### src/hw/rtl/radar_polar_scan_converter_macros.svh
// Assertion macros for the radar polar scan converter.
// Included by every RTL file that carries concurrent assertions.
`ifndef RADAR_POLAR_SCAN_CONVERTER_MACROS_SVH
`define RADAR_POLAR_SCAN_CONVERTER_MACROS_SVH
`ifndef ASSERT_OFF
`define RPSC_ASSERT_IMPL(name, clk, rstn, ante, cons) \
    name: assert property (@(posedge clk) disable iff (!rstn) (ante) |-> (cons)) \
        else $error("rpsc assertion failed");
`define RPSC_ASSERT_NEXT(name, clk, rstn, ante, cons) \
    name: assert property (@(posedge clk) disable iff (!rstn) (ante) |=> (cons)) \
        else $error("rpsc assertion failed");
`else
`define RPSC_ASSERT_IMPL(name, clk, rstn, ante, cons)
`define RPSC_ASSERT_NEXT(name, clk, rstn, ante, cons)
`endif
`endif

### src/hw/rtl/rpsc_pkg.sv
// Shared types, constants, palettes and sine table of the scan converter.
// No dependencies.
package rpsc_pkg;

    localparam int IMAGE_SIZE_DEFAULT = 1024;
    localparam int BIN_LIMIT = 2048;
    localparam int QUEUE_DEPTH = 4;
    localparam int QUEUE_PW = $clog2(QUEUE_DEPTH);
    localparam int RANGE_RESET = 1840;

    localparam logic [1:0] PAL_REFL = 2'd0;
    localparam logic [1:0] PAL_HYDRO = 2'd1;
    localparam logic [1:0] PAL_VEL = 2'd2;

    localparam logic REG_PALETTE_MODE = 1'b0;
    localparam logic REG_MAX_RANGE = 1'b1;

    localparam logic OP_DRAW = 1'b0;

    typedef enum logic [1:0] {
        KIND_SKIP,
        KIND_DRAW,
        KIND_READ
    } rpsc_kind_t;

    typedef struct packed {
        rpsc_kind_t         kind;
        logic [2:0]         sub_last;
        logic [31:0]        colour;
        logic [7:0]         value;
        logic signed [12:0] start;
        logic [11:0]        width;
        logic [11:0]        range;
        logic [9:0]         read_x;
        logic [9:0]         read_y;
    } rpsc_entry_t;

    typedef enum logic [4:0] {
        BS_CLEAR,
        BS_IDLE,
        BS_DIVW,
        BS_ANGLE,
        BS_WRAP,
        BS_SIN1,
        BS_SIN2,
        BS_SIN3,
        BS_MULN,
        BS_MULM,
        BS_RANGE,
        BS_DIVP,
        BS_RMW_RD,
        BS_RMW_WR,
        BS_NEXT,
        BS_RD_PIX,
        BS_RD_DATA,
        BS_OUT
    } back_state_t;

    function automatic logic [91*16-1:0] build_sin_rom();
        logic [91*16-1:0] rom;
        logic [63:0] x;
        logic [63:0] x2;
        logic [63:0] t;
        longint s;
        rom = '0;
        for (int k = 0; k <= 90; k++) begin
            x = (64'(k) * 64'd3373259426) / 64'd180;
            x2 = (x * x) >> 30;
            t = x;
            s = longint'(x);
            for (int n = 1; n <= 6; n++) begin
                t = (t * x2) >> 30;
                case (n)
                    1: t = t / 64'd6;
                    2: t = t / 64'd20;
                    3: t = t / 64'd42;
                    4: t = t / 64'd72;
                    5: t = t / 64'd110;
                    default: t = t / 64'd156;
                endcase
                if ((n % 2) == 1) begin
                    s = s - longint'(t);
                end else begin
                    s = s + longint'(t);
                end
            end
            if (s < 0) begin
                s = 0;
            end
            s = (s + 16384) >>> 15;
            if (s > 32767) begin
                s = 32767;
            end
            rom[k*16 +: 16] = 16'(s);
        end
        return rom;
    endfunction

    localparam logic [91*16-1:0] SIN_ROM_BITS = build_sin_rom();

    function automatic logic [15:0] sin_rom_entry(input logic [6:0] idx);
        return SIN_ROM_BITS[32'(idx)*16 +: 16];
    endfunction

    function automatic logic [31:0] rgba(input logic [7:0] r, input logic [7:0] g,
                                         input logic [7:0] b, input logic [7:0] a);
        return {a, b, g, r};
    endfunction

    function automatic logic [31:0] refl_colour(input logic [3:0] i);
        case (i)
            4'd0: return rgba(8'd4, 8'd233, 8'd231, 8'd180);
            4'd1: return rgba(8'd1, 8'd159, 8'd244, 8'd190);
            4'd2: return rgba(8'd3, 8'd0, 8'd244, 8'd200);
            4'd3: return rgba(8'd2, 8'd253, 8'd2, 8'd210);
            4'd4: return rgba(8'd1, 8'd192, 8'd1, 8'd210);
            4'd5: return rgba(8'd52, 8'd125, 8'd0, 8'd215);
            4'd6: return rgba(8'd253, 8'd191, 8'd1, 8'd220);
            4'd7: return rgba(8'd253, 8'd116, 8'd0, 8'd225);
            4'd8: return rgba(8'd253, 8'd0, 8'd0, 8'd230);
            4'd9: return rgba(8'd188, 8'd0, 8'd0, 8'd235);
            4'd10: return rgba(8'd148, 8'd0, 8'd211, 8'd240);
            4'd11: return rgba(8'd253, 8'd144, 8'd253, 8'd245);
            default: return rgba(8'd255, 8'd255, 8'd255, 8'd255);
        endcase
    endfunction

    function automatic logic [31:0] hydro_colour(input logic [3:0] c);
        case (c)
            4'd2: return rgba(8'd99, 8'd207, 8'd0, 8'd180);
            4'd3: return rgba(8'd255, 8'd165, 8'd0, 8'd180);
            4'd4: return rgba(8'd150, 8'd200, 8'd255, 8'd180);
            4'd5: return rgba(8'd0, 8'd200, 8'd255, 8'd200);
            4'd6: return rgba(8'd0, 8'd100, 8'd255, 8'd200);
            4'd7: return rgba(8'd2, 8'd253, 8'd2, 8'd200);
            4'd8: return rgba(8'd253, 8'd191, 8'd1, 8'd210);
            4'd9: return rgba(8'd253, 8'd0, 8'd0, 8'd220);
            4'd10: return rgba(8'd253, 8'd144, 8'd253, 8'd230);
            4'd11: return rgba(8'd255, 8'd255, 8'd255, 8'd240);
            4'd14: return rgba(8'd100, 8'd100, 8'd100, 8'd150);
            default: return 32'd0;
        endcase
    endfunction

    function automatic logic [7:0] vel_edge(input logic [2:0] k);
        case (k)
            3'd0: return 8'd69;
            3'd1: return 8'd89;
            3'd2: return 8'd109;
            3'd3: return 8'd125;
            3'd4: return 8'd133;
            3'd5: return 8'd149;
            3'd6: return 8'd169;
            default: return 8'd189;
        endcase
    endfunction

    function automatic logic [31:0] vel_colour(input logic [3:0] i);
        case (i)
            4'd0: return rgba(8'd0, 8'd0, 8'd180, 8'd220);
            4'd1: return rgba(8'd0, 8'd70, 8'd255, 8'd220);
            4'd2: return rgba(8'd0, 8'd180, 8'd255, 8'd210);
            4'd3: return rgba(8'd100, 8'd220, 8'd255, 8'd200);
            4'd5: return rgba(8'd255, 8'd220, 8'd100, 8'd200);
            4'd6: return rgba(8'd255, 8'd150, 8'd0, 8'd210);
            4'd7: return rgba(8'd255, 8'd50, 8'd0, 8'd220);
            4'd8: return rgba(8'd180, 8'd0, 8'd0, 8'd230);
            default: return 32'd0;
        endcase
    endfunction

    function automatic logic [31:0] pick_colour(input logic [1:0] mode, input logic [7:0] v);
        logic [3:0] i;
        i = 4'd0;
        if (v <= 8'd1) begin
            return 32'd0;
        end
        case (mode)
            PAL_HYDRO: begin
                for (int k = 1; k <= 15; k++) begin
                    if (v >= 8'(10 * k)) begin
                        i = 4'(k);
                    end
                end
                return hydro_colour(i);
            end
            PAL_VEL: begin
                for (int k = 0; k < 8; k++) begin
                    i = i + 4'(v >= vel_edge(3'(k)));
                end
                return vel_colour(i);
            end
            default: begin
                if (v < 8'd74) begin
                    return 32'd0;
                end
                for (int k = 1; k <= 12; k++) begin
                    if (v >= 8'(74 + 10 * k)) begin
                        i = 4'(k);
                    end
                end
                return refl_colour(i);
            end
        endcase
    endfunction

endpackage

### src/hw/rtl/rpsc_queue.sv
// Short queue of classified items between the front and back ends.
// Depends on rpsc_pkg.
module rpsc_queue (
    input  logic                  aclk,
    input  logic                  aresetn,
    input  logic                  push,
    input  rpsc_pkg::rpsc_entry_t entry_in,
    output logic                  full,
    input  logic                  pop,
    output rpsc_pkg::rpsc_entry_t entry_out,
    output logic                  empty
);
    import rpsc_pkg::*;

    rpsc_entry_t          slot_reg [QUEUE_DEPTH];
    logic [QUEUE_PW-1:0]  wr_ptr_reg;
    logic [QUEUE_PW-1:0]  rd_ptr_reg;
    logic [QUEUE_PW:0]    count_reg;

    assign full = (count_reg == (QUEUE_PW+1)'(QUEUE_DEPTH));
    assign empty = (count_reg == '0);
    assign entry_out = slot_reg[rd_ptr_reg];

    always_ff @(posedge aclk) begin
        if (push) begin
            slot_reg[wr_ptr_reg] <= entry_in;
        end
    end

    always_ff @(posedge aclk) begin
        if (!aresetn) begin
            wr_ptr_reg <= '0;
            rd_ptr_reg <= '0;
            count_reg <= '0;
        end else begin
            if (push) begin
                wr_ptr_reg <= wr_ptr_reg + 1'b1;
            end
            if (pop) begin
                rd_ptr_reg <= rd_ptr_reg + 1'b1;
            end
            count_reg <= count_reg + (QUEUE_PW+1)'(push) - (QUEUE_PW+1)'(pop);
        end
    end
endmodule

### config.mk
export PLATFORM = sky130hd
export DESIGN_NAME = rpsc_queue
export DESIGN_NICKNAME = d
export VERILOG_FILES = /design/src/hw/rtl/radar_polar_scan_converter_macros.svh /design/src/hw/rtl/rpsc_pkg.sv /design/src/hw/rtl/rpsc_queue.sv
export SDC_FILE = /design/constraint.sdc
export NUM_CORES = 1
export LEC_CHECK = 0
export BUFFER_PORTS_ARGS = -buffer_cell sky130_fd_sc_hd__buf_2
export CAP_MARGIN = 40
export CELL_PAD_IN_SITES_DETAIL_PLACEMENT = 1
export CELL_PAD_IN_SITES_GLOBAL_PLACEMENT = 1
export CORE_MARGIN = 2
export CORE_UTILIZATION = 45
export DETAILED_ROUTE_END_ITERATION = 8
export GPL_ROUTABILITY_DRIVEN = 0
export HOLD_SLACK_MARGIN = 0.08
export PLACE_DENSITY_LB_ADDON = 0.12
export SYNTH_ARGS = -nofsm -noshare
export SYNTH_HDL_FRONTEND = slang
export SYNTH_SLANG_ARGS = --single-unit
### constraint.sdc
create_clock -name aclk -period 3.55 [get_ports aclk]
set_input_delay 0.71 -clock aclk [delete_from_list [all_inputs] [get_ports aclk]]
set_output_delay 0.71 -clock aclk [all_outputs]
set_load 0.1 [all_outputs]
After elaboration in Yosys (flattened, before gate mapping)
Memory sizes are Yosys's and may differ from the RTL's. A register that Yosys moved wholly into a read port is not among the register bits.
Cells that the tools add are included.
{"block": "word_totals", "ff_bits": 7, "ramBits": 408, "in_bits": 106, "mem_count": 1}
{"block": "op_classes", "add_sub_neg": 4, "n_eq_ne": 1, "muxes": 4, "n_reduce_logical": 1}
{"memory": "slot_reg", "depth": 4, "word_bits": 102, "read_ports": 1, "rd_ports_with_merged_regs": 1, "write_ports": 1, "line": "rpsc_queue.sv:15", "text": "rpsc_entry_t slot_reg [QUEUE_DEPTH];"}
{"operator": "adder 2 x 1 -> 2 bit (second input constant)", "n": 2}
{"operator": "two-way mux 2 bit", "n": 2}
{"operator": "adder 3 x 1 -> 3 bit", "n": 1}
{"operator": "== test 3 bit (second input constant)", "n": 1}
{"operator": "zero test 3 bit", "n": 1}
{"operator": "subtractor 3 x 1 -> 3 bit", "n": 1}
{"operator": "two-way mux 1 bit", "n": 2}

Longest topological paths before layout
Gate-level depths: netlist of run 1.
{"block": "logic_depth", "word_depth": 3, "mapped_depth": 7}

Worst setup path before layout of run 1
No wires, ideal clock.
{"block": "synth_path", "kind": "input -> register", "from": "in push", "to": "mem slot_reg[0][0] (netlist bit) (enable)", "setup_ps": 472, "arrival_ps": 3063, "t_required_ps": 3078, "slack_ps": 14, "stages": 1, "path_cell_list": "and2_1"}
{"block": "synth_between", "elab_chain_cells": 2}
{"item": "from (decl)", "line": "rpsc_queue.sv:6", "text": "input logic push,"}
{"item": "two-way mux 1 bit", "line": "rpsc_queue.sv:25", "text": "if (push) begin"}
{"item": "two-way mux 1 bit (implied by the code)", "line": "rpsc_queue.sv:26", "text": "slot_reg[wr_ptr_reg] <= entry_in;"}
{"item": "to (decl)", "line": "rpsc_queue.sv:15"}
Every way passes these cells.

==> results.cfg, run 1 <==
[power_and_ir_drop]
vdd.ir_drop.worst_v = 0.000455
pwr_density_cell_nw_per_um2 = 671
power_leakage_nw = 6.08
power_w = 0.0121

[critical_path]
worst_setup_path_category = flop to output port
cp.buffers_inverters = 2
end_kind = output port
cp-start-kind = flop
critical-path-slowest-cell = sky130_fd_sc_hd__mux4_2
critPathTopFamily = buffers and inverters
cp.arrival_ns = 2.41
worst_path_max_stage_delay_ns = 0.61
cell_by_cell_trace_of_the_critical_path = buf_4 > mux4_2 > buf_2
worst-path-max-fanout = 35
critical_path_required_ns = 2.84

[yosys]
synth_seq_area_share_pct = 82.0
syn-mean-instance-area_um2 = 26.4
yosys_warnings = 0
synth_top_area_share_pct = 80.8
number_of_enable_type_register_cells_in_the_synthesized_netlist = 408
synthTopCellsByArea = sky130_fd_sc_hd__edfxtp_1 (81%), sky130_fd_sc_hd__mux4_2 (15%), sky130_fd_sc_hd__dfxtp_1 (1.2%), sky130_fd_sc_hd__buf_6 (0.67%), sky130_fd_sc_hd__ha_1 (0.50%)
synth_fp_nets = 688
async_set_reset_flop_share_out_of_synthesis_pct = 0
synthDistinctLibCells = 19
dominantRegCellSynth = sky130_fd_sc_hd__edfxtp_1
synthMostInstantiatedCell = sky130_fd_sc_hd__edfxtp_1
synth.ff_latch_count = 417
post_synth_most_frequent_cells = sky130_fd_sc_hd__edfxtp_1 (408), sky130_fd_sc_hd__mux4_2 (102), sky130_fd_sc_hd__buf_2 (10)
post_synth_instance_area_um2 = 15200
synth.largest_area_cell = sky130_fd_sc_hd__edfxtp_1
synthCells = 575

[cts]
clock_transition_time_at_the_flip_flop_clock_pins_of_the_worst_setup_and_hold_paths_ns = 0.06
ctsResizeCount = 0
post_cts_buffers = 0
clock_insertion_delay_worst_skew_ns = 0.52
cts.path.max_buffers = 3
tritoncts = built
cts_sink_cnt = 417
clock-root-buffer = sky130_fd_sc_hd__clkbuf_16
htree_num_levels = 2
cts-buffers-inserted = 44
cts.hold.buffers_added = 0

[finish]
largest_reg_flops = 408
finalNetCount = 934
area_delta_synth_final_pct = 19.4
final_design_area_no_fill_um2 = 18100
drive_above_1_share_pct = 45.7

[status]
run_status = finished, final reports clean

[sta]
final_hold_vios = 0
finalClockSkew_ns = 0.00550
tns_ns = 0
finalWorstPathRequiredPeriod_ns = 3.12
least_margin_pin_slew_ns = 0.732
worst_slew_margin_rel_pct = 51.2
final_min_period_over_clock_period_pct = 87.8
max_slew_violation_total_from_the_final_report = 0
max_freq_mhz = 321
setup-violations-final = 0
whs_ns = 0.404
unrepaired_setup_endpoints_after_global_routing = no

[routing]
remaining_drcs = 0
wirelength_um = 29600
route.antenna.remaining_nets = 0
detail_route.first_pass.iterations = 6
detail_route.iter0.violations = 447
detail_route.vias_per_cell = 5.29
routedWlPerCell_um = 22.8
routed-via-count = 6860

[floorplan]
floorplan_die_height_um = 188
start_util_pct = 45.4
fp.dieW_um = 188
placement_rows = 67
die-area_um2 = 35200
design.core.area_um2 = 33400
pin_count = 210

[global_route]
grt_usage_pct = 17.3
gr-total-overflow = 0
grt_max_degree = 68
antenna_found_initial = 7
grt_first_pass_wirelength_um = 46000
vias_in_the_first_global_route = 7673

[place]
port-buffer-count = 209
place_hpwl_um = 18000
area_after_detailed_placement_um2 = 16800

[hold_path]
hp-class = primary input to flop

[job]
timing.max_cap.violations = 0
[final cells by class]
cell class / instances / area, µm²
tap: 448 / 561
inverter: 7 / 26.3
sequential: 417 / 12400
clock buffer: 52 / 1150
fill: 2954 / 15300
antenna: 3 / 7.51
multi-input combinational: 129 / 2540
timing repair buffer: 222 / 1230
clock inverter: 20 / 139
[metrics by stage]
| step | util [%] | instances | setup WS (ns) |
|---|---|---|---|
| 6_report | 54.2 | 1298 | 0.434 |
| 5_1_grt | 54.2 | 1296 | 0.256 |
| 4_1_cts | 54.2 | 1295 | 0.331 |
| 3_5_place_dp | 50.4 | 1223 | 0.898 |
| 3_3_place_gp | 50.4 | 1223 | 0.939 |
| 2_1_floorplan | - | 575 | 0.0145 |
[cell usage in the layout, fill, tap and decap left out, types with 2 or more instances in the layout]
cell type                   count
sky130_fd_sc_hd__edfxtp_1     408
sky130_fd_sc_hd__buf_2        209
sky130_fd_sc_hd__mux4_2       102
sky130_fd_sc_hd__clkbuf_16     45
sky130_fd_sc_hd__clkinv_1       9
sky130_fd_sc_hd__clkinv_2       9
sky130_fd_sc_hd__inv_1          7
sky130_fd_sc_hd__clkbuf_1       7
sky130_fd_sc_hd__dfxtp_1        7
sky130_fd_sc_hd__buf_12         7
sky130_fd_sc_hd__ha_1           6
sky130_fd_sc_hd__buf_4          6
sky130_fd_sc_hd__nor2_1         5
sky130_fd_sc_hd__and2_4         4
sky130_fd_sc_hd__diode_2        3
sky130_fd_sc_hd__and2_1         2
sky130_fd_sc_hd__xnor2_1        2
sky130_fd_sc_hd__dfxtp_4        2
sky130_fd_sc_hd__bufinv_16      2
[power breakdown]
part / switching (W) / total, W / internal (W) / leakage, nW
registers: 0.0000694 / 0.00573 / 0.00566 / 3.82
clock network: 0.00171 / 0.00415 / 0.00243 / 0.640
logic: 0.00179 / 0.00226 / 0.000475 / 1.62
[kinds of logic after synthesis]
kind of cell,synth area share [%]
AOI/OAI and AO/OA,0.0990
xor gates and xnor gates,0.272
adders and majority gates,0.627
buffers and inverters,1.25
DFF,82.0
muxes,15.2
and+or+nand+nor,0.495
[final timing paths]
check	start	to	slack, ns	cells past startpoint
worst max-delay path	flop	entry_out[25]	0.43	3
worst min-delay path	entry_in[36]	slot_reg[3][36]	0.40	1
worst min register to register	rd_ptr_reg[0]	flop	0.55	2
worst max register to register	wr_ptr_reg[1]	slot_reg[3][13]	1.62	3
[routing by layer]
| metal | wire (µm) | up-vias | track usage [%] |
|---|---|---|---|
| met3 | 2060 | 62 | 4.72 |
| met2 | 15000 | 219 | 29.2 |
| met1 | 11900 | 3598 | 22.4 |
| li1 | - | 2973 | - |
| met4 | 680 | 8 | 4.78 |
| met5 | 54 | - | 0 |
No activity file was read; power rests on OpenSTA's default activity.
==> run 2: changes to the inputs <==
--- a/config.mk
+++ b/config.mk
@@ -15,6 +15,7 @@
 export GPL_ROUTABILITY_DRIVEN = 0
 export HOLD_SLACK_MARGIN = 0.08
 export PLACE_DENSITY_LB_ADDON = 0.12
+export SETUP_SLACK_MARGIN = 0.5
 export SYNTH_ARGS = -nofsm -noshare
 export SYNTH_HDL_FRONTEND = slang
 export SYNTH_SLANG_ARGS = --single-unit
==> run 2 against run 1 <==
Effect of this change: sequential power about the same; flip-flop and latch count is the same; clock-buffer cell count increased by 1; combinational power about the same; core utilization is 0.14 points higher; clock skew is 0.0081 ns higher; final area is 0.26% higher; critical path depth stayed put; worst hold slack worse by 0.0053 ns; register-to-register slack hardly changed; die area did not move; critical path type unchanged.
==> results.cfg, run 2 (synthesized netlist as in run 1, its figures left out) <==
[finish]
largest_reg_flops = 408
final-seq-area_um2 = 12400
layout_common_cells = sky130_fd_sc_hd__edfxtp_1 (408), sky130_fd_sc_hd__buf_2 (209), sky130_fd_sc_hd__mux4_2 (102)
postLayoutCoreUtil_pct = 54.4
drive_above_1_share_pct = 45.4
multi_input_comb_area_um2 = 2550
final.fill_count = 2922
final_common_cell = sky130_fd_sc_hd__edfxtp_1
finalNetCount = 933
area_delta_synth_final_pct = 19.7

[critical_path]
worst_path_max_stage_delay_ns = 0.61
critical_path_required_ns = 2.84
cp.arrival_ns = 2.22
cp-start-kind = flop
worst-path-max-fanout = 18
critical-path-slowest-cell = sky130_fd_sc_hd__mux4_2
worst_setup_path_category = flop to output port
end_kind = output port
cell_by_cell_trace_of_the_critical_path = buf_4 > mux4_2 > buf_2

[power_and_ir_drop]
power_w = 0.0122
vdd.ir_drop.worst_v = 0.000691
pwr_density_cell_nw_per_um2 = 672
power_leakage_nw = 6.09

[place]
place_hpwl_um = 18100
dpl_worst_slack_ns = 1.01
port-buffer-count = 209

[floorplan]
start_util_pct = 45.4
design.core.area_um2 = 33400
placement_rows = 67
pin_count = 210
die-area_um2 = 35200
fp.dieW_um = 188
floorplan_die_height_um = 188

[cts]
htree_num_levels = 2
cts_sink_cnt = 417
clock-root-buffer = sky130_fd_sc_hd__clkbuf_16
cts.path.max_buffers = 3
cts.hold.buffers_added = 0
tritoncts = built
clock_insertion_delay_worst_skew_ns = 0.53
clock_transition_time_at_the_flip_flop_clock_pins_of_the_worst_setup_and_hold_paths_ns = 0.06
post_cts_buffers = 0
ctsResizeCount = 1
cts-buffers-inserted = 43

[routing]
detail_route.vias_per_cell = 5.20
routedWlPerCell_um = 22.9
routed-via-count = 6767
remaining_drcs = 0
detail_route.first_pass.iterations = 4
wirelength_um = 29800
route.antenna.remaining_nets = 0
detail_route.iter0.violations = 460

[sta]
tns_ns = 0
max_freq_mhz = 342
final_hold_vios = 0
setup-violations-final = 0
finalWorstPathRequiredPeriod_ns = 2.93
finalClockSkew_ns = 0.0136
least_margin_pin_slew_ns = 0.638
unrepaired_setup_endpoints_after_global_routing = no
postLayoutSetupSlackWorst_ns = 0.622
max_slew_violation_total_from_the_final_report = 0
final_min_period_over_clock_period_pct = 82.5
worst_slew_margin_rel_pct = 57.5

[status]
run_status = finished, final reports clean

[global_route]
grt_usage_pct = 17.3
antenna_found_initial = 5
grt_max_degree = 54
grt_first_pass_wirelength_um = 45700
gr-total-overflow = 0
vias_in_the_first_global_route = 7559

[job]
timing.max_cap.violations = 0

[hold_path]
hp-class = primary input to flop
[run 2: final timing paths]
check,start,end,slack (ns),cells past startpoint
worst max-delay path,flop,entry_out[18],0.62,3
worst min-delay path,entry_in[101],slot_reg[3][101],0.40,1
worst max register to register,wr_ptr_reg[0],slot_reg[1][48],1.61,3
worst min register to register,rd_ptr_reg[0],flop,0.53,2
[run 2: final cells by class]
type / count / area share [%]
inverters: 7 / 0.145
well taps: 448 / 3.09
flip-flops and latches: 417 / 68.5
clock buffers: 53 / 6.19
clock inverters: 24 / 1.11
diodes: 2 / 0.0276
repair buffers: 222 / 6.85
multi-input cells: 129 / 14.0
[run 2: critical path, delay by kind of cell (launching register included)]
| family | cells | cell delay (ns) |
|---|---|---|
| buf+inv | 2 | 0.69 |
| mux | 1 | 0.61 |
| flops | 1 | 0.39 |
[run 2: routing by layer]
metal,track usage [%],vias up,share of wire (%),routed length [µm]
met2,28.0,205,49,14700
met5,0,-,0.16,49
met3,4.64,46,6.9,2070
li1,-,2978,-,-
met1,23.5,3530,42,12500
met4,4.54,8,1.9,576
[run 2: power by group]
group | switching (W) | internal, W | leakage, nW
clock network | 0.00173 | 0.00246 | 0.648
logic | 0.00181 | 0.000480 | 1.62
registers | 0.0000626 | 0.00566 | 3.82
total | 0.00360 | 0.00860 | 6.09
[run 2: stage by stage]
| stage | hold slack, ns | cell area (µm²) | std cells |
|---|---|---|---|
| floorplan | 0.499 | 15200 | 575 |
| global placement | 0.519 | 16800 | 1223 |
| detailed placement | 0.530 | 16800 | 1223 |
| CTS | 0.370 | 18100 | 1300 |
| global route | 0.374 | 18100 | 1300 |
| finish | 0.399 | 18100 | 1302 |
==> run 3: changes to the inputs <==
--- a/config.mk
+++ b/config.mk
@@ -5,12 +5,13 @@
 export SDC_FILE = /design/constraint.sdc
 export NUM_CORES = 1
 export LEC_CHECK = 0
+export ABC_AREA = 1
 export BUFFER_PORTS_ARGS = -buffer_cell sky130_fd_sc_hd__buf_2
 export CAP_MARGIN = 40
 export CELL_PAD_IN_SITES_DETAIL_PLACEMENT = 1
 export CELL_PAD_IN_SITES_GLOBAL_PLACEMENT = 1
 export CORE_MARGIN = 2
-export CORE_UTILIZATION = 45
+export CORE_UTILIZATION = 42
 export DETAILED_ROUTE_END_ITERATION = 8
 export GPL_ROUTABILITY_DRIVEN = 0
 export HOLD_SLACK_MARGIN = 0.08
==> constraint.sdc (replaced) <==
create_clock -name aclk -period 2.6 [get_ports aclk]
set_input_delay 0.52 -clock aclk [delete_from_list [all_inputs] [get_ports aclk]]
set_output_delay 0.52 -clock aclk [all_outputs]
set_load 0.1 [all_outputs]
==> run 3 against run 2 <==
Effect of this change: via count increased by 54%; flip-flop and latch count unchanged; first-iteration DRC count increased by 2.4%; worst hold slack got worse by 0.22 ns; global-route usage increased by 2.3 points; critical path type unchanged; critical endpoint is now entry_out[33].
==> results.cfg, run 3 <==
[status]
run_status = finished, final reports clean

[cts]
tritoncts = built
htree_num_levels = 2
clock_transition_time_at_the_flip_flop_clock_pins_of_the_worst_setup_and_hold_paths_ns = 0.06
cts_sink_cnt = 417
clock_insertion_delay_worst_skew_ns = 0.56
cts.hold.buffers_added = 0
cts.path.max_buffers = 3
clock-root-buffer = sky130_fd_sc_hd__clkbuf_16
cts-buffers-inserted = 45

[yosys]
synth_seq_area_share_pct = 76.1
number_of_enable_type_register_cells_in_the_synthesized_netlist = 408
synthMostInstantiatedCell = sky130_fd_sc_hd__edfxtp_1
synthTopCellsByArea = sky130_fd_sc_hd__edfxtp_1 (75%), sky130_fd_sc_hd__inv_1 (5.0%), sky130_fd_sc_hd__nand2_1 (4.9%), sky130_fd_sc_hd__o211ai_1 (4.7%), sky130_fd_sc_hd__a21oi_1 (3.3%)
synth_top_area_share_pct = 75.0
post_synth_most_frequent_cells = sky130_fd_sc_hd__edfxtp_1 (408), sky130_fd_sc_hd__inv_1 (219), sky130_fd_sc_hd__nand2_1 (214)
synth.ff_latch_count = 417
syn-mean-instance-area_um2 = 13.1
yosys_warnings = 0
synthCells = 1245
async_set_reset_flop_share_out_of_synthesis_pct = 0
synth_fp_nets = 1358
synthDistinctLibCells = 16
post_synth_instance_area_um2 = 16300
synth.largest_area_cell = sky130_fd_sc_hd__edfxtp_1
dominantRegCellSynth = sky130_fd_sc_hd__edfxtp_1

[global_route]
grt_usage_pct = 19.6
grt_first_pass_wirelength_um = 61000
gr-total-overflow = 0
antenna_found_initial = 6
grt_max_degree = 64
vias_in_the_first_global_route = 11000

[finish]
finalNetCount = 1627
layout_common_cells = sky130_fd_sc_hd__edfxtp_1 (408), sky130_fd_sc_hd__inv_1 (213), sky130_fd_sc_hd__nand2_1 (182)
final_common_cell = sky130_fd_sc_hd__edfxtp_1
area_delta_synth_final_pct = 39.0
drive_above_1_share_pct = 30.4
largest_reg_flops = 408

[power_and_ir_drop]
pwr_density_cell_nw_per_um2 = 784
cellInternalPower_w = 0.0124
vdd.ir_drop.worst_v = 0.000600
power_leakage_nw = 8.73
power_frac_seq_pct = 43.7
net-switching-power_w = 0.00545
power.share.clock_pct = 31.4
fraction_of_power_spent_switching_nets_pct = 30.6
combPwrFrac_pct = 24.9

[routing]
remaining_drcs = 0
routedWlPerCell_um = 20.7
wirelength_um = 42700
route.antenna.remaining_nets = 0
detail_route.first_pass.iterations = 4
detail_route.vias_per_cell = 5.03
detail_route.iter0.violations = 471
routed-via-count = 10400

[sta]
whs_ns = 0.177
finalClockSkew_ns = 0.00760
final_hold_vios = 0
worst_slew_margin_rel_pct = 71.5
setup-violations-final = 0
least_margin_pin_slew_ns = 0.428
max_freq_mhz = 395
final_min_period_over_clock_period_pct = 97.4
unrepaired_setup_endpoints_after_global_routing = yes
max_slew_violation_total_from_the_final_report = 0
finalWorstPathRequiredPeriod_ns = 2.53
postLayoutSetupSlackWorst_ns = 0.0665

[critical_path]
worstRegToRegCells = 5
cp.arrival_ns = 2.01
end_kind = output port
worst_setup_path_category = flop to output port
cp-start-kind = flop
timing.rr.end = slot_reg[0][64]
critical_path_required_ns = 2.08
worst-path-max-fanout = 8
regToRegStartpoint = wr_ptr_reg[0]
regToRegSetupSlack_ns = 0.86

[floorplan]
die-area_um2 = 40500
pin_count = 210
placement_rows = 72
fp.dieW_um = 201
start_util_pct = 42.4
design.core.area_um2 = 38600
floorplan_die_height_um = 201

[hold_path]
hold_path_end = slot_reg[2][87]
holdCritStartpoint = entry_in[87]
hp-class = primary input to flop
min_path_cells = 1

[place]
port-buffer-count = 209
dpl_worst_slack_ns = 0.440
place_hpwl_um = 22300

[job]
timing.max_cap.violations = 0
==> run 3: area by class of cell <==
class	instances	area [µm²]
clock inverters	22	95.1
diodes	4	10.0
fillers	3704	15800
multi-input cells	541	3300
inverters	219	837
well taps	518	648
flip-flops and latches	417	12400
clock buffers	54	1160
repair buffers	290	4240
==> run 3: through the flow <==
stage	utilization [%]	instances	TNS (ns)	power [W]	instance area, µm²
after floorplan	-	1245	0	0.0103	16400
after global placement	50.6	1935	0	0.0116	19500
after detailed placement	50.6	1935	0	0.0117	19500
after CTS	56.0	2036	0	0.0176	21600
after global routing	58.9	2064	-0.118	0.0184	22700
final	58.9	2065	0	0.0178	22700
==> run 3: power by group through the flow <==
stage | clock [W] | sequential (W) | combinational (W)
floorplan | 0 | 0.00790 | 0.00240
global placement | 0 | 0.00790 | 0.00374
detailed placement | 0 | 0.00791 | 0.00378
CTS | 0.00573 | 0.00777 | 0.00412
global route | 0.00600 | 0.00779 | 0.00462
finish | 0.00560 | 0.00778 | 0.00443
==> run 3: cell families (layout without fill, tap and decap cells) <==
group                    count (synthesis)  after routing  share of synthesized area (%)
buffers and inverters                  287            585                           7.10
flip-flops                             417            417                           76.1
other                                    0              4                              0
AND/OR/NAND/NOR                        218            218                           5.02
AO/OA/AOI/OAI                          316            316                           11.2
adder cells (fa/ha/maj)                  7              7                          0.582
==> run 3: worst max-delay path by stage <==
| stage | from | to | slack, ns | cells after the start |
|---|---|---|---|---|
| 3_5_place_dp | flop | entry_out[37] | 0.44 | 6 |
| 6_report | flop | entry_out[33] | 0.07 | 7 |
| 5_1_grt | flop | entry_out[33] | -0.05 | 7 |
| 4_1_cts | flop | entry_out[51] | 0.06 | 5 |
| 2_1_floorplan | wr_ptr_reg[0] | slot_reg[0][0] | 0.09 | 4 |
| 3_3_place_gp | flop | entry_out[33] | 0.52 | 6 |
==> run 3: repair_timing <==
action                                  in CTS  in global routing
gates resized for setup                    134                201
buffers inserted                            12                  4
endpoints found under the setup margin     103                104
pin swaps                                   36                120
cloned                                      13                 21
==> run 3: critical path: stages (launching register included) <==
cell,delay [ns]
sky130_fd_sc_hd__dfxtp_4,0.35
sky130_fd_sc_hd__buf_12,0.15
sky130_fd_sc_hd__buf_16,0.16
sky130_fd_sc_hd__buf_12,0.14
sky130_fd_sc_hd__clkbuf_16,0.16
sky130_fd_sc_hd__o21ai_0,0.18
sky130_fd_sc_hd__nand2_1,0.11
sky130_fd_sc_hd__buf_12,0.18
==> run 3: metal layers <==
layer,vias up,global-route usage (%),share of wire [%]
li1,4898,-,-
met5,-,0,0.10
met1,5223,23.7,42
met3,62,4.84,4.7
met2,200,34.7,51
met4,6,5.72,1.9
