## src/hw/rtl/radar_polar_scan_converter_macros.svh

```systemverilog
// Assertion macros for the radar polar scan converter.
// Included by every RTL file that carries concurrent assertions.
`ifndef RADAR_POLAR_SCAN_CONVERTER_MACROS_SVH
`define RADAR_POLAR_SCAN_CONVERTER_MACROS_SVH
`ifndef ASSERT_OFF
`define RPSC_ASSERT_IMPL(name, clk, rstn, ante, cons) \
    name: assert property (@(posedge clk) disable iff (!rstn) (ante) |-> (cons)) \
        else $error("rpsc assertion failed");
`define RPSC_ASSERT_NEXT(name, clk, rstn, ante, cons) \
    name: assert property (@(posedge clk) disable iff (!rstn) (ante) |=> (cons)) \
        else $error("rpsc assertion failed");
`else
`define RPSC_ASSERT_IMPL(name, clk, rstn, ante, cons)
`define RPSC_ASSERT_NEXT(name, clk, rstn, ante, cons)
`endif
`endif

```

## src/hw/rtl/rpsc_pkg.sv

```systemverilog
// Shared types, constants, palettes and sine table of the scan converter.
// No dependencies.
package rpsc_pkg;

    localparam int IMAGE_SIZE_DEFAULT = 1024;
    localparam int BIN_LIMIT = 2048;
    localparam int QUEUE_DEPTH = 4;
    localparam int QUEUE_PW = $clog2(QUEUE_DEPTH);
    localparam int RANGE_RESET = 1840;

    localparam logic [1:0] PAL_REFL = 2'd0;
    localparam logic [1:0] PAL_HYDRO = 2'd1;
    localparam logic [1:0] PAL_VEL = 2'd2;

    localparam logic REG_PALETTE_MODE = 1'b0;
    localparam logic REG_MAX_RANGE = 1'b1;

    localparam logic OP_DRAW = 1'b0;

    typedef enum logic [1:0] {
        KIND_SKIP,
        KIND_DRAW,
        KIND_READ
    } rpsc_kind_t;

    typedef struct packed {
        rpsc_kind_t         kind;
        logic [2:0]         sub_last;
        logic [31:0]        colour;
        logic [7:0]         value;
        logic signed [12:0] start;
        logic [11:0]        width;
        logic [11:0]        range;
        logic [9:0]         read_x;
        logic [9:0]         read_y;
    } rpsc_entry_t;

    typedef enum logic [4:0] {
        BS_CLEAR,
        BS_IDLE,
        BS_DIVW,
        BS_ANGLE,
        BS_WRAP,
        BS_SIN1,
        BS_SIN2,
        BS_SIN3,
        BS_MULN,
        BS_MULM,
        BS_RANGE,
        BS_DIVP,
        BS_RMW_RD,
        BS_RMW_WR,
        BS_NEXT,
        BS_RD_PIX,
        BS_RD_DATA,
        BS_OUT
    } back_state_t;

    function automatic logic [91*16-1:0] build_sin_rom();
        logic [91*16-1:0] rom;
        logic [63:0] x;
        logic [63:0] x2;
        logic [63:0] t;
        longint s;
        rom = '0;
        for (int k = 0; k <= 90; k++) begin
            x = (64'(k) * 64'd3373259426) / 64'd180;
            x2 = (x * x) >> 30;
            t = x;
            s = longint'(x);
            for (int n = 1; n <= 6; n++) begin
                t = (t * x2) >> 30;
                case (n)
                    1: t = t / 64'd6;
                    2: t = t / 64'd20;
                    3: t = t / 64'd42;
                    4: t = t / 64'd72;
                    5: t = t / 64'd110;
                    default: t = t / 64'd156;
                endcase
                if ((n % 2) == 1) begin
                    s = s - longint'(t);
                end else begin
                    s = s + longint'(t);
                end
            end
            if (s < 0) begin
                s = 0;
            end
            s = (s + 16384) >>> 15;
            if (s > 32767) begin
                s = 32767;
            end
            rom[k*16 +: 16] = 16'(s);
        end
        return rom;
    endfunction

    localparam logic [91*16-1:0] SIN_ROM_BITS = build_sin_rom();

    function automatic logic [15:0] sin_rom_entry(input logic [6:0] idx);
        return SIN_ROM_BITS[32'(idx)*16 +: 16];
    endfunction

    function automatic logic [31:0] rgba(input logic [7:0] r, input logic [7:0] g,
                                         input logic [7:0] b, input logic [7:0] a);
        return {a, b, g, r};
    endfunction

    function automatic logic [31:0] refl_colour(input logic [3:0] i);
        case (i)
            4'd0: return rgba(8'd4, 8'd233, 8'd231, 8'd180);
            4'd1: return rgba(8'd1, 8'd159, 8'd244, 8'd190);
            4'd2: return rgba(8'd3, 8'd0, 8'd244, 8'd200);
            4'd3: return rgba(8'd2, 8'd253, 8'd2, 8'd210);
            4'd4: return rgba(8'd1, 8'd192, 8'd1, 8'd210);
            4'd5: return rgba(8'd52, 8'd125, 8'd0, 8'd215);
            4'd6: return rgba(8'd253, 8'd191, 8'd1, 8'd220);
            4'd7: return rgba(8'd253, 8'd116, 8'd0, 8'd225);
            4'd8: return rgba(8'd253, 8'd0, 8'd0, 8'd230);
            4'd9: return rgba(8'd188, 8'd0, 8'd0, 8'd235);
            4'd10: return rgba(8'd148, 8'd0, 8'd211, 8'd240);
            4'd11: return rgba(8'd253, 8'd144, 8'd253, 8'd245);
            default: return rgba(8'd255, 8'd255, 8'd255, 8'd255);
        endcase
    endfunction

    function automatic logic [31:0] hydro_colour(input logic [3:0] c);
        case (c)
            4'd2: return rgba(8'd99, 8'd207, 8'd0, 8'd180);
            4'd3: return rgba(8'd255, 8'd165, 8'd0, 8'd180);
            4'd4: return rgba(8'd150, 8'd200, 8'd255, 8'd180);
            4'd5: return rgba(8'd0, 8'd200, 8'd255, 8'd200);
            4'd6: return rgba(8'd0, 8'd100, 8'd255, 8'd200);
            4'd7: return rgba(8'd2, 8'd253, 8'd2, 8'd200);
            4'd8: return rgba(8'd253, 8'd191, 8'd1, 8'd210);
            4'd9: return rgba(8'd253, 8'd0, 8'd0, 8'd220);
            4'd10: return rgba(8'd253, 8'd144, 8'd253, 8'd230);
            4'd11: return rgba(8'd255, 8'd255, 8'd255, 8'd240);
            4'd14: return rgba(8'd100, 8'd100, 8'd100, 8'd150);
            default: return 32'd0;
        endcase
    endfunction

    function automatic logic [7:0] vel_edge(input logic [2:0] k);
        case (k)
            3'd0: return 8'd69;
            3'd1: return 8'd89;
            3'd2: return 8'd109;
            3'd3: return 8'd125;
            3'd4: return 8'd133;
            3'd5: return 8'd149;
            3'd6: return 8'd169;
            default: return 8'd189;
        endcase
    endfunction

    function automatic logic [31:0] vel_colour(input logic [3:0] i);
        case (i)
            4'd0: return rgba(8'd0, 8'd0, 8'd180, 8'd220);
            4'd1: return rgba(8'd0, 8'd70, 8'd255, 8'd220);
            4'd2: return rgba(8'd0, 8'd180, 8'd255, 8'd210);
            4'd3: return rgba(8'd100, 8'd220, 8'd255, 8'd200);
            4'd5: return rgba(8'd255, 8'd220, 8'd100, 8'd200);
            4'd6: return rgba(8'd255, 8'd150, 8'd0, 8'd210);
            4'd7: return rgba(8'd255, 8'd50, 8'd0, 8'd220);
            4'd8: return rgba(8'd180, 8'd0, 8'd0, 8'd230);
            default: return 32'd0;
        endcase
    endfunction

    function automatic logic [31:0] pick_colour(input logic [1:0] mode, input logic [7:0] v);
        logic [3:0] i;
        i = 4'd0;
        if (v <= 8'd1) begin
            return 32'd0;
        end
        case (mode)
            PAL_HYDRO: begin
                for (int k = 1; k <= 15; k++) begin
                    if (v >= 8'(10 * k)) begin
                        i = 4'(k);
                    end
                end
                return hydro_colour(i);
            end
            PAL_VEL: begin
                for (int k = 0; k < 8; k++) begin
                    i = i + 4'(v >= vel_edge(3'(k)));
                end
                return vel_colour(i);
            end
            default: begin
                if (v < 8'd74) begin
                    return 32'd0;
                end
                for (int k = 1; k <= 12; k++) begin
                    if (v >= 8'(74 + 10 * k)) begin
                        i = 4'(k);
                    end
                end
                return refl_colour(i);
            end
        endcase
    endfunction

endpackage

```

## src/hw/rtl/rpsc_front.sv

```systemverilog
// Front end: configuration registers, palette lookup and item classification.
// Depends on rpsc_pkg.
module rpsc_front (
    input  logic                 aclk,
    input  logic                 aresetn,
    input  logic                 s_valid,
    output logic                 s_ready,
    input  logic                 s_operation,
    input  logic signed [12:0]   s_start_azimuth,
    input  logic [11:0]          s_azimuth_width,
    input  logic [10:0]          s_bin_index,
    input  logic [7:0]           s_bin_value,
    input  logic [9:0]           s_read_x,
    input  logic [9:0]           s_read_y,
    input  logic                 cfg_valid,
    output logic                 cfg_ready,
    input  logic                 cfg_index,
    input  logic [13:0]          cfg_data,
    input  logic                 clear_done,
    input  logic                 q_full,
    output logic                 q_push,
    output rpsc_pkg::rpsc_entry_t q_entry,
    output logic [13:0]          max_range
);
    import rpsc_pkg::*;

    logic [1:0]  palette_mode_reg;
    logic [13:0] max_range_reg;
    logic [31:0] colour;
    logic [11:0] range;
    logic        skip;
    logic [2:0]  sub_last;

    assign cfg_ready = 1'b1;
    assign max_range = max_range_reg;

    always_ff @(posedge aclk) begin
        if (!aresetn) begin
            palette_mode_reg <= PAL_REFL;
            max_range_reg <= 14'(RANGE_RESET);
        end else if (cfg_valid) begin
            case (cfg_index)
                REG_PALETTE_MODE: palette_mode_reg <= cfg_data[1:0];
                REG_MAX_RANGE: max_range_reg <= cfg_data;
                default: ;
            endcase
        end
    end

    always_comb begin
        colour = pick_colour(palette_mode_reg, s_bin_value);
        range = {s_bin_index, 1'b1};
        skip = (s_bin_value <= 8'd1) || (colour[31:24] == 8'd0) ||
               (13'(s_bin_index) >= 13'(BIN_LIMIT)) || (max_range_reg == 14'd0) ||
               (14'(range) > max_range_reg);
        sub_last = 3'd1 + 3'(s_azimuth_width >= 12'd3) + 3'(s_azimuth_width >= 12'd5) +
                   3'(s_azimuth_width >= 12'd8) + 3'(s_azimuth_width >= 12'd10) +
                   3'(s_azimuth_width >= 12'd13) + 3'(s_azimuth_width >= 12'd15);
    end

    assign s_ready = clear_done && !q_full;
    assign q_push = s_valid && s_ready;

    always_comb begin
        q_entry.kind = (s_operation != OP_DRAW) ? KIND_READ : (skip ? KIND_SKIP : KIND_DRAW);
        q_entry.sub_last = sub_last;
        q_entry.colour = colour;
        q_entry.value = s_bin_value;
        q_entry.start = s_start_azimuth;
        q_entry.width = s_azimuth_width;
        q_entry.range = range;
        q_entry.read_x = s_read_x;
        q_entry.read_y = s_read_y;
    end
endmodule

```

## config.mk

```make
export PLATFORM = sky130hd
export DESIGN_NAME = rpsc_front
export DESIGN_NICKNAME = d
export VERILOG_FILES = /design/src/hw/rtl/radar_polar_scan_converter_macros.svh /design/src/hw/rtl/rpsc_pkg.sv /design/src/hw/rtl/rpsc_front.sv
export SDC_FILE = /design/constraint.sdc
export NUM_CORES = 1
export LEC_CHECK = 0
export BUFFER_PORTS_ARGS = -buffer_cell sky130_fd_sc_hd__buf_4
export CAP_MARGIN = 20
export CORE_ASPECT_RATIO = 1.4
export CORE_MARGIN = 2
export CORE_UTILIZATION = 25
export DETAILED_ROUTE_END_ITERATION = 8
export GPL_TIMING_DRIVEN = 0
export SLEW_MARGIN = 10
export SYNTH_ARGS = -nofsm -noshare
export SYNTH_HDL_FRONTEND = slang
export SYNTH_SLANG_ARGS = --single-unit
```

## constraint.sdc

```tcl
create_clock -name aclk -period 5.25 [get_ports aclk]
set_input_delay 0 -clock aclk [delete_from_list [all_inputs] [get_ports aclk]]
set_output_delay 0 -clock aclk [all_outputs]
set_load 0.005 [all_outputs]
```

-- Word level (Yosys, flattened, before mapping)
Memory sizes are Yosys's and may differ from the RTL's.
Cells that the tools add are included.
- flip-flop bits (word level): 16
- memory bits (read-only): 1472
- output and inout port bits: 119
- word-level logic and storage cells: 135
- memories kept: 3
- add/sub/neg operators: 13
- magnitude comparators: 44
- equality and inequality tests: 2
- mux-type cells: 59
- bitwise operators: 1
- reduce and logical (&&, ||, !) cells: 11
- memory list (name ; depth ; width ; read ports ; clocked after Yosys merged registers in ; write ports ; RTL line ; source):
    (no name shown) ; 16 ; 31 ; 1 ; 0 ; 0 ; rpsc_pkg.sv:129 ; case (c)
    (no name shown) ; 16 ; 31 ; 1 ; 0 ; 0 ; rpsc_pkg.sv:111 ; case (i)
    (no name shown) ; 16 ; 30 ; 1 ; 0 ; 0 ; rpsc_pkg.sv:159 ; case (i)
- operators by type and width (kind ; number):
    $mux 32 ; 4
    $mux 8 ; 16
    $mux 4 ; 30
    $ge 8x7->1 const B ; 11
    $ge 8x8->1 const B ; 10
    $ge 8x8->1 ; 8
    $pmux 32 s2 ; 1
    $ge 12x4->1 const B ; 4
    $ge 8x6->1 const B ; 3
    $add 4x1->4 ; 4
    $ge 8x5->1 const B ; 2
    $gt 12x14->1 ; 1
    $logic_not 14->1 ; 1
    $add 3x1->3 ; 4
    $ge 12x2->1 const B ; 1
    $ge 12x3->1 const B ; 1
    $ge 8x4->1 const B ; 1
    $le 8x1->1 const B ; 1
    $logic_not 8->1 ; 1
    $lt 8x7->1 const B ; 1
    $mux 1 ; 7
    $add 2x1->3 ; 2
    $add 3x1->4 ; 1
    $reduce_and 2->1 ; 2
    10 further kinds ; 13

-- Depth between registers and ports, before layout
Gate-level depths: netlist (run 1).
An unclocked memory read counts as a cell.
- depth after elaboration: 27
- mapped depth: 22
- gate-level depth less buffers: 19

-- Least setup slack after synthesis (run 1)
No wires, ideal clock.
- path kind: input port to output port
- start point: input s_bin_value[3]
- end point: output q_entry[100] (netlist name)
- arrival: 4.667 ns
- slack: 0.583 ns
- stages on the path: 21
- buffers on the path: 2
- cell sequence: buf_4 -> buf_2 -> a21oi_2 -> a21boi_0 -> nand2_1 -> a21o_1 -> fa_1 -> inv_1 -> fa_1 -> inv_1 -> fa_1 -> ha_1 -> fa_1 -> inv_1 -> ha_1 -> nand2_1 -> o31ai_1 -> a21oi_1 -> a32oi_1 -> nor2_1 -> a211oi_2
- RTL lines (item ; RTL line ; source):
    from (decl) ; rpsc_front.sv:12 ; input logic [7:0] s_bin_value,
    to (decl) ; rpsc_front.sv:22 ; output rpsc_pkg::rpsc_entry_t q_entry,

==> metrics.md, run 1 <==
| Metric | Value |
|---|---|
| Main combinational cell family by area after synthesis | compound AO/OA/AOI/OAI gates |
| Iteration-0 DRC Markers | around 340 |
| Clock transition at path regs | about 0.050 ns |
| WP data required | 5.25 ns |
| TritonRoute pass-1 iters | 5 |
| Post-Layout Cell Count | ~1.1k |
| Leakage power | 2.83 nW |
| Synthesized area per cell | roughly 6.9 um^2 |
| Clock Skew | 0 ns |
| Post-synthesis mux area share | 0.966% |
| Synth Area in Simple Gates | about a quarter |
| # IOs | between 200 and 250 |
| ANT nets after route | 0 |
| Max-Cap Viols | 0 |
| Syn. warnings | 0 |
| Total GRT Usage | between 15 and 20% |
| Starting Density | 25.4% |
| Post-synthesis adder-cell area fraction | 13.7% |
| Antenna Cells | 0 |
| CTS max path bufs | 2 |
| Status | finished, final reports clean |
| Aggregate routed wire length | around 17 mm |
| Critical Path Source Type | input pin |
| Port Buffer Count | 166 |
| Via density | just over 5 |
| Yosys reg bits | 16 |
| Total clock sinks | 16 |
| Final Critical Period | 5.05 ns |
| Worst VDD drop | 0.168 mV |
| Number of synthesized flops with an enable pin | 0 |
| Via count | 5312 |
| Max frequency | around 0.2 GHz |
| Dpl ws | -0.533 ns |
| Area of the multi-input gates | 3380 um^2 |
| Period utilization | between 90% and 100% |
| Mapped Area | roughly 4400 um^2 |
| Die Height | 161 um |
| First-pass GRT wire length | around 26 mm |
| Sequential Area | 320 um^2 |
| Area growth from synthesis to layout | 41.7% |
| Clk Latency, worst-skew pair | 0.24 ns |
| CORE AREA | 17300 um^2 |
| Nets@finish | 951 |
| Worst Path Arrival | 5.05 ns |
| Endpoints failing hold | 0 |
| Seq/Total Area, Yosys | ~7.3% |
| CP max FO | 10 |
| Post-synth ARST share | 0% |
| Synthesized instance count | 642 |
| Total Power | 1.18 mW |
| Compound-Gate Fraction of Synth Area | 33.1% |
| DP Wirelength | approximately 15 mm |
| Remaining Overflow, GRT | 0 |
| Max reg flops | 14 |
| Final core utilization | between 30% and 40% |
| Row cnt | between 50 and 60 |
| Placed cells | around 1.0k |
| Largest net degree at the start of global routing | 11 |
| RSZ-0062 raised after global routing | false |
| Fillers | between 1.5k and 2k |
| TritonCTS Buffers | 3 |
| Synth cell types | 82 |
| Hold Path Class | input pin to flip-flop |
| CTS root buf | clkbuf_16 |
| Setup ws final | between 0.2 and 0.25 ns |
| Setup crit end kind | primary output |
| Gp weighted congestion | a little under 1 |
| Initial antenna violation count | 0 |
| Die area | ~19000 um^2 |
| TritonCTS clock tree | built |
| PD cells | ~190 nW/um^2 |
| Slew @ Worst Pin | between 0.7 and 0.8 ns |
| Tightest slew margin relative to the limit | 52.4% |
| Post-Synth XOR/XNOR Area | less than 1% |
| Vias in the first global route | 5107 |
| WL per Instance | 16.1 um |
| Drt drc | 0 |
| Htree depth | 1 |
| Slew Viols, Final | 0 |
| Die Wd | between 100 and 150 um |
| Layout cells sized above 1 | 39.0% |
| Top_reg_cell synth | dfxtp_1 |
| Crit Path Category | input pin to primary output |
| Final setup violation count | 0 |
## cell usage after synthesis (all sizes together), types with 4 or more instances
cell    instances  area share (%)
a221oi          6             1.2
a31oi          13             1.8
ha             37              11
fa              7             3.2
a21boi         13             2.3
nand2b          8             1.1
nand2          79             6.7
o31ai           5            0.85
nor2           60             5.2
nand4           4            0.57
nand3           8            0.91
nor4            5             1.2
dfxtp          16             7.3
nor2b          13             1.8
a21oi          51             6.1
a211oi          6             1.2
nor3b           4            0.80
o21a           12             2.0
o21ai          58             6.8
and2           10             1.5
or2             4            0.63
clkbuf         11            0.94
inv            32             2.7
a21o            4            0.68
buf            92              15
nor3           17             2.4
o211ai         11             2.3
## layout make-up
type	instances	area share [%]
Buffer	101	11.4
Multi-Input combinational cell	492	54.1
Sequential cell	16	5.13
Inverter	32	1.93
Tap cell	236	4.73
Clock buffer	4	1.42
Timing Repair Buffer	175	21.2
## layer usage
metal / GRT usage (%) / share of wire (%) / vias up
met5: 0 / 0 / -
met4: 9.42 / 6.3 / 0
met3: 2.93 / 8.6 / 58
met2: 30.4 / 48 / 296
met1: 20.1 / 37 / 2396
li1: - / - / 2562
## timing repair
action,CTS,global route
setup buffers,1,4
endpoints found under the hold margin,4,0
pin swaps,1,8
endpoints found under the setup margin,10,12
hold buffers,4,0
gates resized for setup,10,23
## cells in the final DEF (no fill, tap or decap), drive strengths merged, types with 8 or more instances in the layout
master and instances:
a21boi 13, a21oi 51, a31oi 13, and2 10, buf 261, clkbuf 15
dfxtp 16, ha 37, inv 32, nand2 79, nand2b 8, nand3 8
nor2 60, nor2b 13, nor3 17, o211ai 11, o21a 12, o21ai 58
## worst max-delay path: stages
cell	delay [ns]
buf_4	0.13
buf_6	0.13
buf_4	0.17
buf_2	0.20
nor2_4	0.18
nand2_1	0.07
a21o_1	0.19
fa_1	0.53
inv_1	0.05
fa_1	0.53
inv_1	0.06
fa_1	0.48
ha_2	0.22
fa_2	0.55
inv_2	0.12
ha_4	0.18
nand2_1	0.12
nor4b_2	0.47
nand2b_1	0.17
a21oi_1	0.06
a21oi_1	0.25
buf_4	0.17
## final timing paths
check | from | to | slack (ns) | depth (start not counted)
setup / recovery | s_bin_value[5] | q_entry[72] | 0.20 | 22
hold / removal | cfg_data[9] | max_range[9] | 0.003 | 3
setup reg to reg | palette_mode_reg[1] | palette_mode_reg[1] | 4.52 | 4
hold reg to reg | max_range[13] | max_range[13] | 0.48 | 2
## cell families after synthesis
family	count (synthesis)
AOI/OAI and AO/OA	213
xor gates and xnor gates	3
adders and majority gates	44
buffers and inverters	135
DFF	16
muxes	4
other	1
and+or+nand+nor	226
## power breakdown
group | internal [mW] | leakage, nW | total [mW] | switching [mW]
clock | 0.116 | 0.0442 | 0.162 | 0.0468
combinational | 0.399 | 2.66 | 0.885 | 0.485
sequential | 0.128 | 0.131 | 0.135 | 0.00645
## stage by stage
stage | instance area, um^2 | hold slack, ns | TNS (ns)
final | 6240 | 0.00274 | 0
after global routing | 6240 | 0.0118 | 0
after CTS | 6130 | 0.00336 | -0.00768
after detailed placement | 5950 | 0.166 | -3.01
after global placement | 5950 | 0.166 | -2.88
after floorplan | 4410 | 0.0350 | 0
No activity file was read; power rests on OpenSTA's default activity.
==> inputs of run 2 (changes only) <==
- clock period: 5.25 -> 5.6 ns (I/O delays scaled with it)
==> run 2 against run 1 <==
Against the previous run: worst hold slack about the same; register-to-register slack gained 0.35 ns; die area unchanged; sequential share of layout area increased by 0.11 points; power shrank 12%; critical endpoint is now q_entry[70]; highest routed layer unchanged; largest power group unchanged; clock power is 6% lower; cell area decreased by 2.0%; core utilization fell by 0.73 points; critical path depth shrank 1; critical path type unchanged.
==> metrics.md, run 2 (synthesis results as in run 1) <==
| Metric | Value |
|---|---|
| Area growth from synthesis to layout | 38.8% |
| Crit Path Category | input pin to primary output |
| Setup ws final | 0.296 ns (+0.0937 ns) |
| Via count | 5302 (-0.19%) |
| Buf/Inv on CP | 6 (-2) |
| CTS root buf | clkbuf_16 |
| Sequential Area | 320 um^2 (unchanged) |
| Cell Chain, Critical Path | buf_4 -> buf_2 -> a21oi_2 -> a21boi_2 -> nand2_1 -> a21o_1 -> fa_1 -> inv_1 -> fa_1 -> inv_1 -> fa_1 -> ha_1 -> fa_2 -> inv_1 -> ha_2 -> o21ai_0 -> a21oi_1 -> o21ai_0 -> nor2_1 -> a311oi_1 -> buf_4 |
| Die Height | 161 um (unchanged) |
| Hold Crit Start | cfg_data[9] |
| Initial antenna violation count | 0 (unchanged) |
| Leakage power | 2.79 nW (-1.5%) |
| Clock Skew | 0 ns (unchanged) |
| Die Wd | 116 um (unchanged) |
| Post-Layout Cell Count | 1052 (-0.38%) |
| Port Buffer Count | 166 (unchanged) |
| Total GRT Usage | 17.5% (-0.023 points) |
| CP max FO | 10 (unchanged) |
| TritonCTS Buffers | 3 (unchanged) |
| Fillers | 1877 (+0.59%) |
| Drt drc | 0 (unchanged) |
| Layout cells sized above 1 | 37.3% (-1.8 points) |
| Max reg flops | 14 (unchanged) |
| Worst path slowest cell | fa_2 |
| Row cnt | 57 (unchanged) |
| Largest net degree at the start of global routing | 11 (unchanged) |
| Vias in the first global route | 5084 (-0.45%) |
| R2R cell count | 4 (unchanged) |
| TritonCTS clock tree | built |
| ANT nets after route | 0 (unchanged) |
| Final setup violation count | 0 (unchanged) |
| Hold Path Class | input pin to flip-flop |
| PD cells | 169 nW/um^2 (-11%) |
| Total Power | 1.04 mW (-12%) |
| RSZ-0062 raised after global routing | false |
| # IOs | 205 (unchanged) |
| Hold Crit Depth | 3 (unchanged) |
| Dpl ws | -0.183 ns (+0.350 ns) |
| Area of the multi-input gates | 3290 um^2 (-2.6%) |
| Antenna Cells | 0 (unchanged) |
| Final Critical Period | 5.30 ns |
| Most frequent cells in the layout | buf_4, nand2_1, nor2_1 |
| Max-Cap Viols | 0 (unchanged) |
| Hold path endpoint | max_range[9] |
| Endpoints failing hold | 0 (unchanged) |
| Flop-to-flop setup slack | 4.87 ns (+0.35 ns) |
| Critical Path Source Type | input pin |
| Max frequency | 0.189 GHz |
| Cell family with most CP delay | adder cells |
| Worst VDD drop | 0.157 mV (-6.1%) |
| Via density | 5.04 (+0.19%) |
| CORE AREA | 17300 um^2 (unchanged) |
| R2r endpoint | palette_mode_reg[1] |
| Placed cells | 1045 (unchanged) |
| DP Wirelength | 14.5 mm (unchanged) |
| Aggregate routed wire length | 17.0 mm (-0.24%) |
| Clock transition at path regs | 0.05 ns (about the same) |
| Die area | 18700 um^2 (unchanged) |
| Starting Density | 25.4% (unchanged) |
| Iteration-0 DRC Markers | 341 (+1.8%) |
| Gp weighted congestion | 0.982 (unchanged) |
| Setup crit end kind | primary output |
| Crit-path max cell delay | 0.67 ns (+0.12 ns) |
| Total clock sinks | 16 (unchanged) |
| Clk Latency, worst-skew pair | 0.24 ns (about the same) |
| Slew @ Worst Pin | 0.699 ns (-0.0102 ns) |
| Tightest slew margin relative to the limit | 53.1% (+0.69 points) |
| TritonRoute pass-1 iters | 6 (+1) |
| Worst Path Arrival | 5.30 ns (+0.25 ns) |
| Status | finished, final reports clean |
| WP data required | 5.60 ns (+0.35 ns) |
| Commonest non-fill, non-tap cell in the layout | buf_4 |
| First-pass GRT wire length | 25.8 mm (-0.32%) |
| Htree depth | 1 (unchanged) |
| WL per Instance | 16.1 um (+0.14%) |
| Critical R2R Launch | palette_mode_reg[1] |
| CTS max path bufs | 2 (unchanged) |
| Nets@finish | 947 (-0.42%) |
| Remaining Overflow, GRT | 0 (unchanged) |
| Period utilization | 94.7% |
| Slew Viols, Final | 0 (unchanged) |
==> run 2: cell types whose count changed in the layout (fill, tap and decap cells not counted), moves of 2 or more <==
cell,delta
o21ai_2,-2
a221oi_1,+2
o21ai_0,+2
buf_4,-5
clkbuf_4,-2
a221oi_2,-2
clkbuf_1,+2
==> run 2: per-layer routing <==
layer	vias to the layer above	track usage [%]	wire, um
met5	-	0	0
met4	0	9.20	945
met3	52	2.96	1640
met2	334	30.4	8180
met1	2363	20.1	6220
li1	2553	-	-
==> run 2: repair_timing <==
| action | CTS | global route |
|---|---|---|
| hold endpoints to repair | 4 | 0 |
| gates resized for setup | 2 | 9 |
| hold buffers | 4 | 0 |
| endpoints found under the setup margin | 6 | 9 |
| setup buffers | 0 | 0 |
==> run 2: worst min-delay path, stage by stage <==
cell	delay (ns)
buf_4	0.08
nand2_1	0.04
o211ai_1	0.09
==> run 2: cell type report <==
type,count,share of cell area [%]
Multi-Input combinational cell,492,53.8
Inverter,32,1.96
Tap cell,236,4.83
Buffer,102,11.6
Clock buffer,4,1.45
Sequential cell,16,5.24
Timing Repair Buffer,170,21.0
==> run 2: through the flow <==
step	hold WS, ns	util (%)	TNS (ns)	instance area, um^2
final	0.00256	35.3	0	6110
after global routing	0.0118	35.3	0	6110
after CTS	0.00336	35.2	0	6090
after detailed placement	0.166	34.3	-0.603	5950
after global placement	0.166	34.3	-0.600	5950
after floorplan	0.0350	-	0	4410
==> run 2: how the worst max path moves through the flow <==
stage,startpoint,cells past startpoint,endpoint
after detailed placement,s_bin_value[3],20,q_entry[70]
final,s_bin_value[3],21,q_entry[70]
after global placement,s_bin_value[3],20,q_entry[70]
after global routing,s_bin_value[3],22,q_entry[100]
after floorplan,s_bin_value[3],21,q_entry[100]
after CTS,s_bin_value[3],22,q_entry[100]
==> run 2: power breakdown <==
part           switching, mW  total (mW)  internal, mW
registers            0.00602       0.126         0.120
logic                  0.426       0.757         0.330
clock network         0.0439       0.152         0.108
total                  0.476        1.04         0.559
==> inputs of run 3 (changes only) <==
- BUFFER_PORTS_ARGS: -buffer_cell sky130_fd_sc_hd__buf_4 -> not set
- DONT_BUFFER_PORTS: not set -> 1
==> run 3 against run 2 <==
Against the previous run: worst hold slack improved by 0.040 ns; first-iteration DRC count rose by 6.2%; wire length fell by 3.2%; register-to-register slack got worse by 0.60 ns; largest power group unchanged; cell count fell by 14%; largest cell class unchanged; power fell by 12%.
==> metrics.md, run 3 (synthesis results as in run 1) <==
| Metric | Value |
|---|---|
| First-pass GRT wire length | 24.7 mm (-4.5%) |
| Antenna Cells | 0 (unchanged) |
| CORE AREA | 17300 um^2 (unchanged) |
| Tightest slew margin relative to the limit | 50.9% (-2.1 points) |
| Sequential Area | 320 um^2 (unchanged) |
| PD cells | 182 nW/um^2 (+7.3%) |
| Post-Layout Cell Count | 902 (-14%) |
| Via density | 5.24 (+4.0%) |
| Final instance area | 5030 um^2 (-18%) |
| Commonest non-fill, non-tap cell in the layout | nand2_1 |
| Setup_tns | 0 ns (unchanged) |
| Iteration-0 DRC Markers | 362 (+6.2%) |
| Setup ws final | 0.230 ns (-0.0666 ns) |
| Htree depth | 1 (unchanged) |
| CTS max path bufs | 2 (unchanged) |
| Setup Fix Bufs, Post-CTS | 0 (unchanged) |
| Row cnt | 57 (unchanged) |
| Met2 Wirelength | 8.11 mm (-0.84%) |
| Fillers | 1938 (+3.2%) |
| Clock Skew | 0 ns (unchanged) |
| Met1 Routed Length | 6.06 mm (-2.7%) |
| Starting Density | 25.4% (unchanged) |
| Drt drc | 0 (unchanged) |
| Largest net degree at the start of global routing | 11 (unchanged) |
| Total clock sinks | 16 (unchanged) |
| CTS root buf | clkbuf_16 |
| Dpl ws | -0.0970 ns (+0.0864 ns) |
| Cell family with most CP delay | adder cells |
| TritonCTS Buffers | 3 (unchanged) |
| Leakage power | 2.07 nW (-26%) |
| Aggregate routed wire length | 16.4 mm (-3.2%) |
| Area after DPL | 4700 um^2 (-21%) |
| Final core utilization | 29.0% (-6.3 points) |
| Period utilization | 95.9% (+1.2 points) |
| Remaining Overflow, GRT | 0 (unchanged) |
| RSZ-0062 raised after global routing | false |
| Max reg flops | 14 (unchanged) |
| Placed cells | 879 (-16%) |
| Endpoints failing hold | 0 (unchanged) |
| Area of the multi-input gates | 3290 um^2 (about the same) |
| WP data required | 5.60 ns (about the same) |
| Cell Chain, Critical Path | buf_4 -> buf_2 -> a21oi_4 -> a21boi_2 -> nand2_1 -> a21o_1 -> fa_1 -> inv_1 -> fa_1 -> inv_1 -> fa_1 -> ha_1 -> fa_2 -> inv_1 -> ha_1 -> nand2_1 -> o31ai_2 -> a21oi_1 -> a32oi_2 -> nor2_1 -> a211oi_2 |
| Port Buffer Count | 0 (-100%) |
| WL per Instance | 18.2 um (+13%) |
| Worst path slowest cell | fa_2 |
| DP Wirelength | 13.6 mm (-6.1%) |
| Max-Cap Viols | 0 (unchanged) |
| Critical Path Source Type | input pin |
| Setup crit end kind | primary output |
| Die Wd | 116 um (unchanged) |
| Hold Path Class | input pin to primary output |
| Final setup violation count | 0 (unchanged) |
| Total GRT Usage | 16.9% (-0.55 points) |
| Crit-path max cell delay | 0.55 ns (-0.12 ns) |
| Buf/Inv on CP | 5 (-1) |
| Die area | 18700 um^2 (unchanged) |
| Slew @ Worst Pin | 0.730 ns (+0.0318 ns) |
| Gp weighted congestion | 0.978 (-0.38%) |
| Vias in the first global route | 4507 (-11%) |
| ANT nets after route | 0 (unchanged) |
| Layout cells sized above 1 | 20.3% (-17 points) |
| Clk Latency, worst-skew pair | 0.25 ns (about the same) |
| TritonRoute pass-1 iters | 5 (-1) |
| # IOs | 205 (unchanged) |
| Initial antenna violation count | 0 (unchanged) |
| Die Height | 161 um (unchanged) |
| Most frequent cells in the layout | nand2_1, buf_4, nor2_1 |
| Status | finished, final reports clean |
| Area growth from synthesis to layout | 14.2% |
| Worst VDD drop | 0.204 mV (+29%) |
| Top sig layer | met4 |
| Max frequency | 0.186 GHz (-1.2%) |
| Nets@finish | 797 (-16%) |
| CP max FO | 10 (unchanged) |
| Crit Path Category | input pin to primary output |
| Worst hold slack | 0.0424 ns (+0.0399 ns) |
| DR WL met3 | 1.45 mm (-12%) |
| TritonCTS clock tree | built |
| Final Critical Period | 5.37 ns (+0.0666 ns) |
| Worst Path Arrival | 5.37 ns (+0.07 ns) |
| Total Power | 0.913 mW (-12%) |
| Via count | 4728 (-11%) |
| Slew Viols, Final | 0 (unchanged) |
==> run 3: cell types whose count changed in the layout (fill, tap and decap cells not counted), sizes merged <==
cell,delta
buf,-166
dlygate4sd3,+16
==> run 3: final cells by class <==
type / count / share of cell area, %
Buffer: 102 / 14.1
Sequential cell: 16 / 6.37
Tap cell: 236 / 5.87
Inverter: 32 / 2.39
Multi-Input combinational cell: 492 / 65.5
Clock buffer: 4 / 1.77
Timing Repair Buffer: 20 / 3.98
==> run 3: timing repair <==
item / 4_1_cts / 5_1_grt
hold buffers: 20 / 0
resized for setup: 4 / 4
endpoints found under the setup margin: 2 / 4
endpoints found under the hold margin: 16 / 0
gates cloned: 0 / 0
==> run 3: per-layer routing <==
metal | global-route usage [%] | vias up
met3 | 3.34 | 46
met5 | 0 | -
li1 | - | 2258
met4 | 8.17 | 0
met1 | 19.2 | 2151
met2 | 29.9 | 273
==> run 3: final timing paths <==
check / slack, ns / cells past startpoint / start / to
min: 0.04 / 1 / q_full / s_ready
max reg2reg: 4.27 / 3 / max_range[3] / max_range[3]
min reg2reg: 0.55 / 2 / max_range[11] / max_range[11]
max: 0.23 / 21 / s_bin_value[3] / q_entry[100]
==> run 3: where the power goes <==
part / internal (mW) / total [mW] / leakage [nW] / switching [mW]
logic: 0.232 / 0.628 / 1.90 / 0.397
registers: 0.120 / 0.128 / 0.131 / 0.00757
clock network: 0.109 / 0.157 / 0.0442 / 0.0486
